`src/design/u2u8_pkg.sv`:
```
`timescale 1ns / 1ps
package u2u8_pkg;

   localparam int CP_WIDTH = 21;

   localparam logic [5:0]  HIGH_TAG = 6'b110110;
   localparam logic [5:0]  LOW_TAG = 6'b110111;
   localparam logic [15:0] CARRIAGE_RETURN = 16'h000D;
   localparam logic [CP_WIDTH-1:0] REPLACEMENT_POINT = 21'h00FFFD;
   localparam logic [CP_WIDTH-1:0] PAIR_OFFSET = 21'h010000;
   localparam logic [CP_WIDTH-1:0] ONE_BYTE_LIMIT = 21'h000080;
   localparam logic [CP_WIDTH-1:0] TWO_BYTE_LIMIT = 21'h000800;
   localparam logic [CP_WIDTH-1:0] BMP_TOP = 21'h00FFFF;

   typedef struct packed {
      logic [15:0] code_unit;
      logic        final_unit;
   } req_type;

   typedef struct packed {
      logic [7:0] out_byte;
      logic       is_replacement;
      logic       end_of_char;
   } rsp_type;

   typedef struct packed {
      logic [CP_WIDTH-1:0] cp;
      logic                repl;
   } point_type;

   function automatic logic [2:0] byte_count(input logic [CP_WIDTH-1:0] cp);
      logic [2:0] n;
      if (cp < ONE_BYTE_LIMIT) begin
         n = 3'd1;
      end else if (cp < TWO_BYTE_LIMIT) begin
         n = 3'd2;
      end else if (cp <= BMP_TOP) begin
         n = 3'd3;
      end else begin
         n = 3'd4;
      end
      return n;
   endfunction

   function automatic logic [7:0] encode_byte(input logic [CP_WIDTH-1:0] cp,
                                              input logic [2:0] n,
                                              input logic [1:0] k);
      logic [7:0] b;
      case ({n, k})
         5'b001_00: b = cp[7:0];
         5'b010_00: b = {3'b110, cp[10:6]};
         5'b010_01: b = {2'b10, cp[5:0]};
         5'b011_00: b = {4'b1110, cp[15:12]};
         5'b011_01: b = {2'b10, cp[11:6]};
         5'b011_10: b = {2'b10, cp[5:0]};
         5'b100_00: b = {5'b11110, cp[20:18]};
         5'b100_01: b = {2'b10, cp[17:12]};
         5'b100_10: b = {2'b10, cp[11:6]};
         5'b100_11: b = {2'b10, cp[5:0]};
         default:   b = 8'h00;
      endcase
      return b;
   endfunction

endpackage

```
`src/design/u2u8_front.sv`:
```
`timescale 1ns / 1ps
module u2u8_front (
   input  logic                clock,
   input  logic                reset,
   input  logic                req_valid,
   input  u2u8_pkg::req_type   req_data,
   output logic                req_ready,
   output logic                push_valid,
   output u2u8_pkg::point_type push_data,
   input  logic                push_ready
);
   import u2u8_pkg::*;

   logic [9:0] held_ff, held_in;
   logic       pend_ff, pend_in;
   logic       emit;
   logic       is_low, is_high;
   logic       accept;
   point_type  point;

   assign is_low  = (req_data.code_unit[15:10] == LOW_TAG);
   assign is_high = (req_data.code_unit[15:10] == HIGH_TAG);

   always_comb begin
      held_in = held_ff;
      pend_in = pend_ff;
      emit = 1'b0;
      point.cp = {5'b0, req_data.code_unit};
      point.repl = 1'b0;
      if (pend_ff) begin
         pend_in = 1'b0;
         held_in = 10'd0;
         emit = 1'b1;
         if (is_low) begin
            point.cp = {1'b0, held_ff, req_data.code_unit[9:0]} + PAIR_OFFSET;
         end else begin
            point.cp = REPLACEMENT_POINT;
            point.repl = 1'b1;
         end
      end else if (is_high) begin
         if (req_data.final_unit) begin
            emit = 1'b1;
            point.cp = REPLACEMENT_POINT;
            point.repl = 1'b1;
         end else begin
            pend_in = 1'b1;
            held_in = req_data.code_unit[9:0];
         end
      end else if (is_low) begin
         emit = 1'b1;
         point.cp = REPLACEMENT_POINT;
         point.repl = 1'b1;
      end else begin
         emit = (req_data.code_unit != CARRIAGE_RETURN);
      end
   end

   assign req_ready  = push_ready;
   assign accept     = req_valid && push_ready;
   assign push_valid = req_valid && emit;
   assign push_data  = point;

   always_ff @(posedge clock) begin
      if (reset) begin
         pend_ff <= 1'b0;
         held_ff <= 10'd0;
      end else if (accept) begin
         pend_ff <= pend_in;
         held_ff <= held_in;
      end
   end

endmodule

```
`src/design/u2u8_queue.sv`:
```
`timescale 1ns / 1ps
module u2u8_queue #(
   parameter int DEPTH = 2
) (
   input  logic                clock,
   input  logic                reset,
   input  logic                in_valid,
   input  u2u8_pkg::point_type in_data,
   output logic                in_ready,
   output logic                out_valid,
   output u2u8_pkg::point_type out_data,
   input  logic                out_ready
);
   import u2u8_pkg::*;

   localparam int PTR_W = (DEPTH > 1) ? $clog2(DEPTH) : 1;
   localparam int CNT_W = $clog2(DEPTH + 1);
   localparam logic [PTR_W-1:0] LAST_PTR = PTR_W'(DEPTH - 1);
   localparam logic [CNT_W-1:0] FULL_CNT = CNT_W'(DEPTH);

   point_type        slot_ff [DEPTH];
   logic [PTR_W-1:0] head_ff, head_in;
   logic [PTR_W-1:0] tail_ff, tail_in;
   logic [CNT_W-1:0] count_ff, count_in;
   logic             push, pop;

   assign in_ready  = (count_ff != FULL_CNT);
   assign out_valid = (count_ff != '0);
   assign out_data  = slot_ff[head_ff];
   assign push = in_valid && in_ready;
   assign pop  = out_valid && out_ready;

   always_comb begin
      head_in = head_ff;
      tail_in = tail_ff;
      count_in = count_ff;
      if (push) begin
         tail_in = (tail_ff == LAST_PTR) ? '0 : tail_ff + 1'b1;
      end
      if (pop) begin
         head_in = (head_ff == LAST_PTR) ? '0 : head_ff + 1'b1;
      end
      if (push && !pop) begin
         count_in = count_ff + 1'b1;
      end else if (pop && !push) begin
         count_in = count_ff - 1'b1;
      end
   end

   always_ff @(posedge clock) begin
      if (reset) begin
         head_ff <= '0;
         tail_ff <= '0;
         count_ff <= '0;
      end else begin
         head_ff <= head_in;
         tail_ff <= tail_in;
         count_ff <= count_in;
      end
      if (push) begin
         slot_ff[tail_ff] <= in_data;
      end
   end

endmodule

```
`src/design/u2u8_back.sv`:
```
`timescale 1ns / 1ps
module u2u8_back (
   input  logic                clock,
   input  logic                reset,
   input  logic                pop_valid,
   input  u2u8_pkg::point_type pop_data,
   output logic                pop_ready,
   output logic                rsp_valid,
   output u2u8_pkg::rsp_type   rsp_data,
   input  logic                rsp_ready
);
   import u2u8_pkg::*;

   point_type  cur_ff, cur_in;
   logic       cur_valid_ff, cur_valid_in;
   logic [1:0] idx_ff, idx_in;
   logic       out_valid_ff, out_valid_in;
   rsp_type    out_ff, out_in;
   logic [2:0] cnt;
   logic       last;
   logic       load_out;

   assign cnt = byte_count(cur_ff.cp);
   assign last = ({1'b0, idx_ff} == (cnt - 3'd1));
   assign load_out = cur_valid_ff && (!out_valid_ff || rsp_ready);
   assign pop_ready = !cur_valid_ff || (load_out && last);

   always_comb begin
      cur_in = cur_ff;
      cur_valid_in = cur_valid_ff;
      idx_in = idx_ff;
      out_valid_in = out_valid_ff;
      out_in = out_ff;
      if (load_out) begin
         out_valid_in = 1'b1;
         out_in.out_byte = encode_byte(cur_ff.cp, cnt, idx_ff);
         out_in.is_replacement = cur_ff.repl;
         out_in.end_of_char = last;
      end else if (rsp_ready) begin
         out_valid_in = 1'b0;
      end
      if (pop_valid && pop_ready) begin
         cur_in = pop_data;
         cur_valid_in = 1'b1;
         idx_in = 2'd0;
      end else if (load_out && last) begin
         cur_valid_in = 1'b0;
      end else if (load_out) begin
         idx_in = idx_ff + 2'd1;
      end
   end

   always_ff @(posedge clock) begin
      if (reset) begin
         cur_valid_ff <= 1'b0;
         idx_ff <= 2'd0;
         out_valid_ff <= 1'b0;
      end else begin
         cur_valid_ff <= cur_valid_in;
         idx_ff <= idx_in;
         out_valid_ff <= out_valid_in;
      end
      cur_ff <= cur_in;
      out_ff <= out_in;
   end

   assign rsp_valid = out_valid_ff;
   assign rsp_data  = out_ff;

`ifndef SYNTH
   a_idx_in_range: assert property (@(posedge clock) disable iff (reset)
      cur_valid_ff |-> ({1'b0, idx_ff} < cnt))
      else $error("byte index beyond code point length");

   a_repl_bytes: assert property (@(posedge clock) disable iff (reset)
      (rsp_valid && rsp_data.is_replacement) |->
         (rsp_data.out_byte == 8'hEF || rsp_data.out_byte == 8'hBF ||
          rsp_data.out_byte == 8'hBD))
      else $error("replacement beat is not part of EF BF BD");

   a_continuation: assert property (@(posedge clock) disable iff (reset)
      (rsp_valid && rsp_ready && !rsp_data.end_of_char) |=>
         (rsp_valid && rsp_data.out_byte[7:6] == 2'b10))
      else $error("missing continuation beat");

   a_lead_after_end: assert property (@(posedge clock) disable iff (reset)
      (rsp_valid && rsp_ready && rsp_data.end_of_char) |=>
         (!rsp_valid || rsp_data.out_byte[7:6] != 2'b10))
      else $error("continuation beat without lead byte");
`endif

endmodule

```
`src/design/utf16_to_utf8_cr_strip_decoder_top.sv`:
```
`timescale 1ns / 1ps
// UTF-16 to UTF-8 transcoder with carriage-return removal.
// Input channel req_*: one UTF-16 code unit per beat plus a final-unit flag.
// Output channel rsp_*: one UTF-8 byte per beat, with a flag for bytes of an
// error replacement U+FFFD and a flag on the last byte of each code point.
// A high surrogate is held inside until the following unit arrives; a unit
// that completes no code point, or a carriage return, produces no beats.
// The first byte of a code point passes the point queue slot, the serializer
// holding register and the byte output register before it is offered on rsp_*.
// Throughput: one output byte per cycle while rsp_ready stays high, set by the
// single serializer in the back end; it sends the 1 to 4 bytes of a code point
// in order and only then takes another point from the queue.
// A queue of QUEUE_DEPTH code points separates the front from the serializer,
// so units keep being accepted while the receiver stalls until it fills;
// then req_ready drops and all data is held.
// Reset (synchronous, active high) drops any held surrogate, empties the
// queue and clears rsp_valid.
module utf16_to_utf8_cr_strip_decoder_top #(
   parameter int QUEUE_DEPTH = 2
) (
   input  logic              clock,
   input  logic              reset,
   input  logic              req_valid,
   input  u2u8_pkg::req_type req_data,
   output logic              req_ready,
   output logic              rsp_valid,
   output u2u8_pkg::rsp_type rsp_data,
   input  logic              rsp_ready
);
   import u2u8_pkg::*;

   logic      push_valid, push_ready;
   point_type push_data;
   logic      pop_valid, pop_ready;
   point_type pop_data;

   u2u8_front u_front (
      .clock      (clock),
      .reset      (reset),
      .req_valid  (req_valid),
      .req_data   (req_data),
      .req_ready  (req_ready),
      .push_valid (push_valid),
      .push_data  (push_data),
      .push_ready (push_ready)
   );

   u2u8_queue #(
      .DEPTH (QUEUE_DEPTH)
   ) u_queue (
      .clock     (clock),
      .reset     (reset),
      .in_valid  (push_valid),
      .in_data   (push_data),
      .in_ready  (push_ready),
      .out_valid (pop_valid),
      .out_data  (pop_data),
      .out_ready (pop_ready)
   );

   u2u8_back u_back (
      .clock     (clock),
      .reset     (reset),
      .pop_valid (pop_valid),
      .pop_data  (pop_data),
      .pop_ready (pop_ready),
      .rsp_valid (rsp_valid),
      .rsp_data  (rsp_data),
      .rsp_ready (rsp_ready)
   );

endmodule

```
`config.mk`:
```
export PLATFORM = sky130hd
export DESIGN_NAME = utf16_to_utf8_cr_strip_decoder_top
export DESIGN_NICKNAME = d
export VERILOG_FILES = /design/src/design/u2u8_pkg.sv /design/src/design/u2u8_front.sv /design/src/design/u2u8_queue.sv /design/src/design/u2u8_back.sv /design/src/design/utf16_to_utf8_cr_strip_decoder_top.sv
export SDC_FILE = /design/constraint.sdc
export NUM_CORES = 1
export LEC_CHECK = 0
export BUFFER_PORTS_ARGS = -buffer_cell sky130_fd_sc_hd__buf_2
export CORE_AREA = 5 5 74 143
export CTS_CLUSTER_SIZE = 28
export DETAILED_ROUTE_END_ITERATION = 16
export DIE_AREA = 0 0 79 148
export PLACE_DENSITY = 0.6
export SYNTH_ARGS = -nofsm -noshare
export SYNTH_HDL_FRONTEND = slang
export SYNTH_SLANG_ARGS = --single-unit
```
`constraint.sdc`:
```
create_clock -name clock -period 9.9 [get_ports clock]
set_clock_uncertainty 0.1 [all_clocks]
set_input_delay 1.98 -clock clock [delete_from_list [all_inputs] [get_ports clock]]
set_output_delay 1.98 -clock clock [all_outputs]
set_load 0.01 [all_outputs]
```
==> summary.txt <==
Run status
  – Outcome: finished clean

Synth
  – #FFs+latches synth: 95
  – Post-synth top flop: edfxtp_1
  – Synth cell types: 48
  – Ys async rst share: 0
  – Number of synthesized flops with an enable pin: 76
  – Seq/Total Area, Yosys: 0.653
  – Synthesized area per cell: 13.6 sq um
  – Post-Syn Area: 0.00408 sq mm
  – Synth Warn #: 0
  – Synth Instances: 300
  – Syn Nets: 331

Floorplan
  – Starting density of the core: 0.437
  – Core area: about 0.0093 sq mm
  – Io pins: 33
  – Die Y: 148 um
  – Cell Rows: 50
  – Die X: 79 um
  – Die area: 0.0117 sq mm

Clock network
  – Clk sinks: 95
  – Worst-path clk slew: ~0.06 ns
  – Post-CTS sizing: 0
  – TritonCTS Buffers: 9
  – Root buffer cell: clkbuf_16
  – Hold_buf cts: 0
  – Clk buf depth: 2
  – Clock Latency Late Sink: 0.34 ns
  – H-tree depth: 3
  – CTS tree: yes
  – # Post-CTS Setup Buffers: 0

Route
  – DR vias: 2490
  – WL final: 8060 um
  – Initial DRT Pass Iterations: 4
  – Vias/cell: 5.63
  – Drt drc: 0
  – Final ANT Viol Nets: 0
  – Routed len/inst: 18.2 um
  – Initial DRC count: 144

Global routing
  – GRT Overall Usage: 0.150
  – Largest net degree at the start of global routing: 24
  – Initial antenna violation count: 0
  – First-pass GRT wire length: 13000 um
  – Global route total overflow: 0
  – Vias in the first global route: 2640

Timing
  – Number of setup violations in the final report: 0
  – Fin Setup TNS: 0 ns
  – Slew @ Worst Pin: approximately 1.2 ns
  – PnR worst setup slack: 5.69 ns
  – Unrepaired setup endpoints after global routing: false
  – Crit share post-route: 0.426
  – Final min period: ~4.2 ns
  – Pins Over Slew Limit: 0
  – Peak Freq: 237 MHz
  – Rel. slew slack: 0.214
  – Fin. Hold Viols: 0

Finish
  – Finished Layout Cells: ~440
  – Share of cells above drive strength 1: 0.225
  – Final #Nets: 364
  – ANT cells: 0
  – Area grow syn2layout: 12.9%

Power
  – Pwr Density: ~260 mW/mm^2
  – Peak VDD IR: roughly 0.1 mV
  – Leakage power: 1.65 nW

Critical path
  – WS Path Type: flop to flop
  – CP arrival: 4.07 ns
  – Worst-path maximum fanout: 22
  – Worst Setup Start Kind: flop
  – Reg-to-reg critical path startpoint: u_back.cur_ff[21]
  – CP Capture Type: flop
  – Crit path from: u_back.cur_ff[21]
  – Critical Path RT: 9.76 ns

Min path
  – Worst hold start: u_back.cur_ff[0]
  – Worst Hold Class: flop to flop

Place
  – Detail Placement HPWL: approximately 6200 um
  – # port buffers: 32
  – Pre-CTS setup slack: 5.56 ns
  – Gpl congestion: 0.896
  – Inst Count DP: 426

Run
  – Maxcap violations: 0
-- per-layer routing --
layer / up-vias / routed length (um) / GRT usage / share of wire
li1: 1212 / - / - / -
met1: 1203 / 2720 / 0.132 / 0.34
met2: 50 / 4620 / 0.283 / 0.57
met3: 25 / 205 / 0.0305 / 0.025
met4: 0 / 514 / 0.113 / 0.064
met5: - / 0 / 0 / 0
-- layout by cell type (no fill, tap or decap), types with 2 or more instances in the layout --
cell,instances
a21oi_1,10
a221o_1,6
a22oi_1,12
a31o_2,2
a32o_1,3
and2_1,6
buf_2,32
clkbuf_1,2
clkbuf_16,9
clkinv_2,2
clkinvlp_4,2
dfxtp_1,19
edfxtp_1,76
ha_1,10
inv_1,9
mux2_2,22
nand2_1,5
nand2b_1,13
nand3_1,12
nor2_1,31
nor2b_1,5
nor3_1,4
nor4_1,3
o21ai_0,4
o22a_1,4
or3_1,2
xnor2_1,4
xor2_1,4
-- critical path, stage by stage, from the launching register on --
cell      delay [ns]
edfxtp_1        0.41
or4_4           0.56
nor2_1          0.54
and3_1          0.32
nand2b_1        0.17
inv_1           0.08
ha_1            0.32
xnor2_1         0.17
nor3_1          0.28
a41o_1          0.22
a21oi_2         0.07
inv_1           0.61
-- state kept, by name, indices dropped and copies added (netlist names) --
name and cells:
u_front.held_ff 10, u_queue.count_ff 2, u_back.cur_ff 22, u_queue.tail_ff 1, u_queue.slot_ff 44, u_front.pend_ff 1
u_back.idx_ff 2, u_back.cur_valid_ff 1, u_back.rsp_data 10, u_back.rsp_valid 1, u_queue.head_ff 1
-- synthesized netlist by cell type, types with 6 or more instances --
library cell | n | share of area
ha_1 | 10 | 0.031
and2_1 | 6 | 0.0092
clkbuf_1 | 7 | 0.0064
mux2_2 | 22 | 0.061
a221o_1 | 6 | 0.015
nand3_1 | 12 | 0.015
nor2_1 | 31 | 0.029
dfxtp_1 | 19 | 0.093
a21oi_1 | 10 | 0.012
a22oi_1 | 12 | 0.022
nand2b_1 | 13 | 0.020
edfxtp_1 | 76 | 0.56
inv_1 | 9 | 0.0083
-- power by group --
group / internal [mW] / total (mW) / leakage, nW / switching (mW)
clock network: 0.170 / 0.309 / 0.126 / 0.139
logic: 0.115 / 0.266 / 0.654 / 0.151
registers: 0.559 / 0.612 / 0.869 / 0.0521
total: 0.845 / 1.19 / 1.65 / 0.343
-- per-stage QoR --
step                       util  total power, mW  hold slack (ns)  area (sq um)
after floorplan               -            0.799            0.300          4080
after global placement    0.465            0.882            0.303          4340
after detailed placement  0.465            0.894            0.319          4340
after CTS                 0.494             1.21            0.335          4600
after global routing      0.494             1.26            0.354          4600
final                     0.494             1.19            0.327          4600
-- path summary, 6_finish.rpt --
path,end,slack (ns),cells after the start
worst max-delay path,u_back.cur_ff[11],5.69,11
worst min-delay path,u_back.rsp_data[1],0.33,0
worst max register to register,u_back.cur_ff[11],5.69,11
worst min register to register,u_back.rsp_data[1],0.33,0
-- cell type report --
class / count / area, sq um
clock inverters: 5 / 33.8
multi-input cells: 185 / 1340
inverters: 9 / 33.8
well taps: 104 / 130
flip-flops and latches: 95 / 2660
fillers: 813 / 4720
clock buffers: 11 / 233
repair buffers: 33 / 168
-- logic make-up after synthesis --
family,after synthesis,synth area share
mux,22,0.0608
fa+ha+maj,10,0.0307
flops,95,0.653
compound gates,52,0.0973
xor+xnor,8,0.0172
buf+inv,20,0.0187
simple gates,93,0.122
(Power assumes the default switching activity.)
